File: src/rtl/i2c_master_bit_sequencer_assert.svh
// ----------------------------------------------------------------------------
// I2C master bit sequencer assertion macros
// Shared property forms for the sequencer's concurrent checks.
// ----------------------------------------------------------------------------
`ifndef I2C_MASTER_BIT_SEQUENCER_ASSERT_SVH
`define I2C_MASTER_BIT_SEQUENCER_ASSERT_SVH

// Same-cycle implication, disabled during reset.
`define I2CMS_ASSERT_SAME(lbl, ante, cons, msg) \
    lbl: assert property (@(posedge clk) disable iff (!rst_n) (ante) |-> (cons)) \
        else $error(msg);

// Next-cycle implication, disabled during reset.
`define I2CMS_ASSERT_NEXT(lbl, ante, cons, msg) \
    lbl: assert property (@(posedge clk) disable iff (!rst_n) (ante) |=> (cons)) \
        else $error(msg);

`endif

File: src/rtl/i2cms_pkg.sv
// ----------------------------------------------------------------------------
// I2C master bit sequencer package
// Command codes, request and result layouts and configuration constants.
// ----------------------------------------------------------------------------
package i2cms_pkg;

    typedef enum logic [2:0] {
        CMD_NONE     = 3'd0,
        CMD_START    = 3'd1,
        CMD_STOP     = 3'd2,
        CMD_WRITE    = 3'd3,
        CMD_READ     = 3'd4,
        CMD_SEND_ACK = 3'd5,
        CMD_RECV_ACK = 3'd6
    } cmd_t;

    localparam int unsigned CFG_INDEX_W = 2;
    localparam int unsigned CFG_DATA_W  = 16;

    localparam logic [CFG_INDEX_W-1:0] CFG_DELAY_TICKS = 2'd0;
    localparam logic [CFG_INDEX_W-1:0] CFG_ACK_TIMEOUT = 2'd1;

    localparam logic [15:0] DELAY_TICKS_RESET = 16'd200;
    localparam logic [7:0]  ACK_TIMEOUT_RESET = 8'd250;

    // One input request, first field in the highest bits.
    typedef struct packed {
        logic       sda_in;
        logic       ack_level;
        logic [7:0] data;
        logic [2:0] func;
    } in_item_t;

    // One result, first field in the highest bits.
    typedef struct packed {
        logic       ack_status;
        logic [7:0] read_data;
        logic       done_res;
        logic       busy_res;
        logic       sda_out;
        logic       scl;
    } result_t;

    localparam int unsigned IN_ITEM_W = $bits(in_item_t);
    localparam int unsigned RESULT_W  = $bits(result_t);

endpackage

File: src/rtl/i2c_master_bit_sequencer.sv
// ----------------------------------------------------------------------------
// I2C master bit sequencer
// Tick-driven I2C master pin sequencer with a stream request/result interface.
// ----------------------------------------------------------------------------
// Each request on the slave stream is one tick of the sequencer: it carries
// the sampled SDA level and, optionally, a command (start, stop, write byte,
// read byte, send ack, receive ack) that is taken only while no command is
// running. Every request yields exactly one result on the master stream with
// the driven SCL and SDA levels, busy and done flags, the last byte read and
// the last ack status. Every pin change or SDA sample is followed by
// delay_ticks hold ticks (register 0). Receive ack gives up after more than
// ack_timeout high samples (register 1), issues a stop and reports a nack.
// The block accepts one request per clock cycle while the result stream
// takes its results; a result held back there stalls new requests. A
// request is held in the request register, then goes through the sequencer
// step into the result register. The sequencer state is updated once per
// request, in that single step stage. Configuration writes are always accepted at once.
// ----------------------------------------------------------------------------
module i2c_master_bit_sequencer
    import i2cms_pkg::*;
(
    input  logic                   clk,
    input  logic                   rst_n,
    // Request stream.
    input  logic                   s_tvalid,
    output logic                   s_tready,
    // [2:0] func, [10:3] data, [11] ack_level, [12] sda_in, [15:13] zero
    input  logic [15:0]            s_tdata,
    // Result stream.
    output logic                   m_tvalid,
    input  logic                   m_tready,
    // [0] scl, [1] sda_out, [2] busy_res, [3] done_res, [11:4] read_data,
    // [12] ack_status, [15:13] zero
    output logic [15:0]            m_tdata,
    // Configuration write channel.
    input  logic                   cfg_valid,
    output logic                   cfg_ready,
    input  logic [CFG_INDEX_W-1:0] cfg_index,
    input  logic [CFG_DATA_W-1:0]  cfg_data
);

`include "i2c_master_bit_sequencer_assert.svh"

    logic [15:0] delay_ticks_reg;
    logic [7:0]  ack_timeout_reg;

    logic        in_valid_reg;
    in_item_t    in_item_reg;
    logic        out_valid_reg;
    result_t     out_res_reg;

    logic        out_free;
    logic        step_en;
    result_t     step_res;

    // Configuration registers; the user must write them only while the block is idle; not enforced.
    assign cfg_ready = 1'b1;

    always_ff @(posedge clk or negedge rst_n)
    begin
        if (!rst_n)
        begin
            delay_ticks_reg <= DELAY_TICKS_RESET;
            ack_timeout_reg <= ACK_TIMEOUT_RESET;
        end
        else if (cfg_valid && cfg_ready)
        begin
            unique case (cfg_index)
                CFG_DELAY_TICKS: delay_ticks_reg <= cfg_data;
                CFG_ACK_TIMEOUT: ack_timeout_reg <= cfg_data[7:0];
                default:         ;
            endcase
        end
    end

    // The result register frees up when empty or when its result is taken,
    // so a request steps the sequencer whenever the result can be stored.
    assign out_free = !out_valid_reg || m_tready;
    assign step_en  = in_valid_reg && out_free;
    assign s_tready = !in_valid_reg || out_free;

    always_ff @(posedge clk or negedge rst_n)
    begin
        if (!rst_n)
        begin
            in_valid_reg <= 1'b0;
        end
        else if (s_tready)
        begin
            in_valid_reg <= s_tvalid;
        end
    end

    always_ff @(posedge clk)
    begin
        if (s_tready && s_tvalid)
        begin
            in_item_reg <= in_item_t'(s_tdata[IN_ITEM_W-1:0]);
        end
    end

    i2cms_core u_core
    (
        .clk         (clk),
        .rst_n       (rst_n),
        .step_en     (step_en),
        .item        (in_item_reg),
        .delay_ticks (delay_ticks_reg),
        .ack_timeout (ack_timeout_reg),
        .result      (step_res)
    );

    always_ff @(posedge clk or negedge rst_n)
    begin
        if (!rst_n)
        begin
            out_valid_reg <= 1'b0;
        end
        else if (out_free)
        begin
            out_valid_reg <= step_en;
        end
    end

    always_ff @(posedge clk)
    begin
        if (step_en)
        begin
            out_res_reg <= step_res;
        end
    end

    assign m_tvalid = out_valid_reg;
    assign m_tdata  = {{(16 - RESULT_W){1'b0}}, out_res_reg};

    // A completed command always leaves the sequencer idle.
    `I2CMS_ASSERT_SAME(a_done_not_busy, out_valid_reg && out_res_reg.done_res,
                       !out_res_reg.busy_res, "done result still reports busy")
    // Every sequencer step lands in the result register.
    `I2CMS_ASSERT_NEXT(a_step_to_out, step_en, out_valid_reg,
                       "sequencer step produced no result")
    // A request held back by a full result register is kept.
    `I2CMS_ASSERT_NEXT(a_req_held, in_valid_reg && !out_free, in_valid_reg,
                       "stalled request was lost")

endmodule

File: src/rtl/i2cms_core.sv
// ----------------------------------------------------------------------------
// I2C master bit sequencer core
// Holds the sequencer state and computes one tick's pin action and result.
// ----------------------------------------------------------------------------
module i2cms_core
    import i2cms_pkg::*;
(
    input  logic        clk,
    input  logic        rst_n,
    input  logic        step_en,
    input  in_item_t    item,
    input  logic [15:0] delay_ticks,
    input  logic [7:0]  ack_timeout,
    output result_t     result
);

    cmd_t        cmd_reg,       cmd_next;
    logic [4:0]  phase_reg,     phase_next;
    logic [3:0]  bit_cnt_reg,   bit_cnt_next;
    logic [7:0]  shift_reg,     shift_next;
    logic [15:0] delay_cnt_reg, delay_cnt_next;
    logic [7:0]  ack_wait_reg,  ack_wait_next;
    logic        scl_reg,       scl_next;
    logic        sda_reg,       sda_next;
    logic [7:0]  rx_byte_reg,   rx_byte_next;
    logic        ack_res_reg,   ack_res_next;

    logic        run;
    logic        finish;
    logic        done;
    logic [4:0]  cur_phase;
    logic [8:0]  ack_wait_inc;

    always_comb
    begin
        cmd_next       = cmd_reg;
        phase_next     = phase_reg;
        bit_cnt_next   = bit_cnt_reg;
        shift_next     = shift_reg;
        delay_cnt_next = delay_cnt_reg;
        ack_wait_next  = ack_wait_reg;
        scl_next       = scl_reg;
        sda_next       = sda_reg;
        rx_byte_next   = rx_byte_reg;
        ack_res_next   = ack_res_reg;
        run            = 1'b0;
        finish         = 1'b0;
        done           = 1'b0;
        cur_phase      = '0;
        ack_wait_inc   = '0;

        if (cmd_reg == CMD_NONE)
        begin
            // A command is taken only while idle; unused codes are ignored.
            if ((item.func != CMD_NONE) && (item.func <= CMD_RECV_ACK))
            begin
                cmd_next      = cmd_t'(item.func);
                phase_next    = '0;
                bit_cnt_next  = '0;
                shift_next    = (item.func == CMD_WRITE) ? item.data : 8'd0;
                ack_wait_next = '0;
                run           = 1'b1;
            end
        end
        else if (delay_cnt_reg != 16'd0)
        begin
            delay_cnt_next = delay_cnt_reg - 16'd1;
        end
        else
        begin
            run = 1'b1;
        end

        if (run)
        begin
            cur_phase  = phase_next;
            phase_next = cur_phase + 5'd1;
            unique case (cmd_next)
                CMD_START:
                begin
                    case (cur_phase)
                        5'd0:    sda_next = 1'b1;
                        5'd1:    scl_next = 1'b1;
                        5'd2:    sda_next = 1'b0;
                        5'd3:    scl_next = 1'b0;
                        default: finish = 1'b1;
                    endcase
                end
                CMD_STOP:
                begin
                    case (cur_phase)
                        5'd0:    sda_next = 1'b0;
                        5'd1:    scl_next = 1'b1;
                        5'd2:    sda_next = 1'b1;
                        default: finish = 1'b1;
                    endcase
                end
                CMD_WRITE:
                begin
                    case (cur_phase)
                        5'd0:    sda_next = shift_next[7];
                        5'd1:    scl_next = 1'b1;
                        5'd2:
                        begin
                            scl_next     = 1'b0;
                            shift_next   = {shift_next[6:0], 1'b0};
                            bit_cnt_next = bit_cnt_next + 4'd1;
                            if (bit_cnt_next < 4'd8)
                            begin
                                phase_next = 5'd0;
                            end
                        end
                        5'd3:    sda_next = 1'b1;
                        5'd4:    scl_next = 1'b1;
                        default: finish = 1'b1;
                    endcase
                end
                CMD_READ:
                begin
                    case (cur_phase)
                        5'd0:    sda_next = 1'b1;
                        5'd1:    scl_next = 1'b1;
                        5'd2:    scl_next = 1'b1;
                        5'd3:    shift_next = {shift_next[6:0], item.sda_in};
                        5'd4:
                        begin
                            scl_next     = 1'b0;
                            bit_cnt_next = bit_cnt_next + 4'd1;
                            if (bit_cnt_next < 4'd8)
                            begin
                                phase_next = 5'd2;
                            end
                        end
                        default:
                        begin
                            rx_byte_next = shift_next;
                            finish       = 1'b1;
                        end
                    endcase
                end
                CMD_SEND_ACK:
                begin
                    case (cur_phase)
                        5'd0:    sda_next = item.ack_level;
                        5'd1:    scl_next = 1'b1;
                        5'd2:    scl_next = 1'b0;
                        default: finish = 1'b1;
                    endcase
                end
                CMD_RECV_ACK:
                begin
                    case (cur_phase)
                        5'd0:    scl_next = 1'b1;
                        5'd1:
                        begin
                            // Low SDA is an ack; each high sample counts toward
                            // the timeout, which ends in a stop and a nack.
                            ack_wait_inc = {1'b0, ack_wait_next} + 9'd1;
                            if (!item.sda_in)
                            begin
                                phase_next = 5'd7;
                            end
                            else if (ack_wait_inc > {1'b0, ack_timeout})
                            begin
                                phase_next = 5'd2;
                            end
                            else
                            begin
                                ack_wait_next = ack_wait_inc[7:0];
                                phase_next    = 5'd1;
                            end
                        end
                        5'd2:    sda_next = 1'b0;
                        5'd3:    scl_next = 1'b1;
                        5'd4:    sda_next = 1'b1;
                        5'd5:    scl_next = 1'b0;
                        5'd6:
                        begin
                            ack_res_next = 1'b1;
                            finish       = 1'b1;
                        end
                        5'd7:    scl_next = 1'b0;
                        default:
                        begin
                            ack_res_next = 1'b0;
                            finish       = 1'b1;
                        end
                    endcase
                end
                default: finish = 1'b1;
            endcase

            if (finish)
            begin
                cmd_next       = CMD_NONE;
                phase_next     = '0;
                delay_cnt_next = '0;
                done           = 1'b1;
            end
            else
            begin
                delay_cnt_next = delay_ticks;
            end
        end
    end

    always_comb
    begin
        result.scl        = scl_next;
        result.sda_out    = sda_next;
        result.busy_res   = (cmd_next != CMD_NONE);
        result.done_res   = done;
        result.read_data  = rx_byte_next;
        result.ack_status = ack_res_next;
    end

    always_ff @(posedge clk or negedge rst_n)
    begin
        if (!rst_n)
        begin
            cmd_reg       <= CMD_NONE;
            phase_reg     <= '0;
            bit_cnt_reg   <= '0;
            shift_reg     <= '0;
            delay_cnt_reg <= '0;
            ack_wait_reg  <= '0;
            scl_reg       <= 1'b1;
            sda_reg       <= 1'b1;
            rx_byte_reg   <= '0;
            ack_res_reg   <= 1'b0;
        end
        else if (step_en)
        begin
            cmd_reg       <= cmd_next;
            phase_reg     <= phase_next;
            bit_cnt_reg   <= bit_cnt_next;
            shift_reg     <= shift_next;
            delay_cnt_reg <= delay_cnt_next;
            ack_wait_reg  <= ack_wait_next;
            scl_reg       <= scl_next;
            sda_reg       <= sda_next;
            rx_byte_reg   <= rx_byte_next;
            ack_res_reg   <= ack_res_next;
        end
    end

endmodule

File: config.mk
export PLATFORM = sky130hd
export DESIGN_NAME = i2c_master_bit_sequencer
export DESIGN_NICKNAME = d
export VERILOG_FILES = /design/src/rtl/i2cms_pkg.sv /design/src/rtl/i2c_master_bit_sequencer.sv /design/src/rtl/i2cms_core.sv
export VERILOG_INCLUDE_DIRS = /design/src /design/src/rtl
export SDC_FILE = /design/constraint.sdc
export NUM_CORES = 1
export LEC_CHECK = 0
export ABC_AREA = 0
export ABC_CLOCK_PERIOD_IN_PS = 4720
export BUFFER_PORTS_ARGS = -buffer_cell sky130_fd_sc_hd__buf_2
export CORE_MARGIN = 2
export CORE_UTILIZATION = 35
export DETAILED_ROUTE_END_ITERATION = 10
export SETUP_SLACK_MARGIN = 0.2
export SYNTH_ARGS = -nofsm -noshare
export SYNTH_HDL_FRONTEND = slang
export SYNTH_SLANG_ARGS = --single-unit
File: constraint.sdc
create_clock -name clk -period 4.72 [get_ports clk]
set_input_delay 0.236 -clock clk [delete_from_list [all_inputs] [get_ports clk]]
set_output_delay 0.236 -clock clk [all_outputs]
set_load 0.03 [all_outputs]
==> impl_metrics.ini <==
[worst_setup_path]
path_buf_inv = 0
critPathTopFamily = simple AND/OR/NAND/NOR gates
criticalPathCategory = flop to flop
critPathSlowestCell = or3_2
critPathLaunchType = flop
worstRegToRegCells = 15
crit_arrival_ps = 4390
worst-path-max-fanout = 8
cp_cell_sequence = or3_2 -> nand3_1 -> and2_1 -> ha_1 -> and2_1 -> nand4_1 -> xor2_1 -> nor2_1 -> ha_1 -> a22oi_1 -> o211ai_1 -> o221ai_1 -> and4_1 -> o21ai_2 -> a22o_1
cp.depth = 15
crit_required_ps = 4970
slowest_delay_ps = 580
endpoint_kind = flop
r2r_setup_slack_ps = 580

[floorplan]
start_util_pct = 36.0
core_area_sq_mm = 0.0174
rows = 48
fp.dieArea_sq_mm = 0.0190
io_pins = 58
chipHeight_microns = 138
die_x_microns = 138

[sta]
drv_slew = 0
hold_viol_final = 0
rsz0062_at_grt = false
worst_pin_slew_ps = 748
fin_crit_sh_pct = 87.7
fmax_ghz = 0.241
slew-limit-headroom_pct = 50.1
fin_tns_setup_ps = 0
post-route-min-period_ps = 4140
finalWorstSetupSlack_ps = 579
setup_viol = 0
fin_worst_skew_ps = 15.8

[min_path]
min_path_cells = 1
hold_path_class = input pin to flop

[synth]
ys_types = 86
yosys.area.top_type = dfrtp_1
synthCells = 622
async_flop_share_pct = 75.7
synth_flop_cell = dfrtp_1
ys_ff_latch = 107
yosysSeqAreaShare_pct = 45.1
synth-edff-count = 26
yosysWarningCount = 0
synth.area.top_cells = dfrtp_1 (28%), edfxtp_1 (12%), mux2_2 (4.9%), dfstp_2 (4.6%), o21ai_0 (3.4%)
syn_avg_cell_area_sq_um = 10.1
syn_area_sq_mm = 0.00626
synth_top_area_share_pct = 28.0

[finish]
drive_gt1_share_pct = 23.3
final_nets = 730
area_delta_synth_final_pct = 12.7
utilization_pct = 40.6
finalNonFillerCells = 906
num_antenna_cells = 0

[routing]
routed_wl_microns = 16600
firstDrtPassIters = 7
vias = 5184
drc = 0
drt_iter0_markers = 452
vias_per_cell = 5.72
postRouteAntennaNets = 0
wl_per_cell_microns = 18.3

[clocking]
cts_sinks = 107
htreeDepth = 3
numCtsBuffers = 9
clk_latency_ps = 370
clockRootBuffer = clkbuf_16
clk_pin_slew_ps = 70
cts_tree = built
cts.path.max_buffers = 2

[power]
fin_total_pwr_w = 0.00358
cellPowerDensity_mw_per_mm2 = 508
p_leak_nw = 2.86
ir_drop_mv = 0.279

[placed_design]
dp_hpwl_microns = 11700
place_congestion = 0.951
port_buffers = 50
dp_slack_ps = 569
dp.cells = 885

[global_route]
grt_max_degree = 50
grt_remaining_overflow = 0
grt_pass1_wl_microns = 26800
antenna_found_initial = 0
grt_use_total_pct = 18.3
grt_pass1_vias = 4994

[status]
status = completed

[flow_run]
maxCapViolations = 0
==> per-stage QoR <==
stage          hold WS, ps  instance area [sq um]
6_report              52.2                   7050
2_1_floorplan        -59.6                   6260
4_1_cts               35.7                   7020
3_5_place_dp           209                   6740
3_3_place_gp           197                   6740
5_1_grt               44.1                   7050
==> per-layer routing <==
layer | GRT usage (%) | up-vias | part of all wire, %
li1 | - | 2460 | -
met2 | 29.0 | 158 | 47
met4 | 5.22 | 0 | 1.5
met3 | 3.57 | 19 | 5.2
met1 | 25.5 | 2547 | 46
met5 | 0 | - | 0
==> path summary, 6_finish.rpt <==
check	from	endpoint
setup / recovery	in_item_reg[1]$_DFFE_PP_	u_core.ack_wait_reg[7]$_DFFE_PN0P_
hold / removal	s_tdata[4]	in_item_reg[4]$_DFFE_PP_
setup reg to reg	in_item_reg[1]$_DFFE_PP_	u_core.ack_wait_reg[7]$_DFFE_PN0P_
hold reg to reg	u_core.phase_reg[1]$_DFFE_PN0P_	u_core.phase_reg[1]$_DFFE_PN0P_
max in group asynchronous	rst_n	u_core.cmd_reg[0]$_DFFE_PN0P_
min in group asynchronous	rst_n	u_core.ack_wait_reg[0]$_DFFE_PN0P_
==> cell usage after synthesis, drive strengths merged, types with 8 or more instances <==
cell type / n
a221o: 20
nand2: 55
ha: 15
nor2: 48
a32oi: 8
o21ai: 47
or3: 8
nor3: 31
nor4: 10
buf: 22
inv: 26
nand3: 14
dfstp: 11
edfxtp: 26
o31ai: 8
a21oi: 24
a22oi: 16
clkbuf: 16
nor3b: 8
mux2: 27
dfrtp: 70
==> layout make-up <==
type / count / area (sq um)
fillers: 1711 / 10300
multi-input cells: 451 / 3100
flip-flops and latches: 107 / 2820
repair buffers: 79 / 473
well taps: 225 / 282
clock buffers: 10 / 229
inverters: 28 / 105
clock inverters: 6 / 40.0
==> kinds of logic after synthesis <==
group | count (synthesis) | share of synthesized area (%)
AO/OA/AOI/OAI | 185 | 22.0
buffers and inverters | 66 | 5.50
other | 2 | 0.120
adder cells (fa/ha/maj) | 15 | 3.00
multiplexers | 28 | 5.02
XOR/XNOR | 10 | 1.40
AND/OR/NAND/NOR | 209 | 17.9
flip-flops | 107 | 45.1
==> cells in the final DEF, fill, tap and decap left out, types with 10 or more instances in the layout <==
| cell | count |
|---|---|
| buf_2 | 49 |
| dfstp_2 | 11 |
| a21oi_1 | 24 |
| ha_1 | 15 |
| a221o_1 | 20 |
| nand3_1 | 13 |
| edfxtp_1 | 26 |
| nor2_1 | 47 |
| a22oi_1 | 16 |
| nand2_1 | 53 |
| buf_4 | 29 |
| nor4_1 | 10 |
| dfrtp_1 | 70 |
| mux2_2 | 27 |
| inv_1 | 26 |
| o21ai_0 | 43 |
| nor3_1 | 27 |
==> power breakdown <==
part / switching (W) / internal (W)
Clock: 0.000359 / 0.000360
Combinational: 0.000904 / 0.000588
Sequential: 0.000183 / 0.00119
==> repair_timing <==
action                                 in CTS  in global routing
setup endpoints to repair                   0                  3
endpoints found under the hold margin      24                  0
hold buffers                                1                  0
buffers inserted                            0                  4
resized for setup                           0                  0
(Power assumes the default switching activity.)
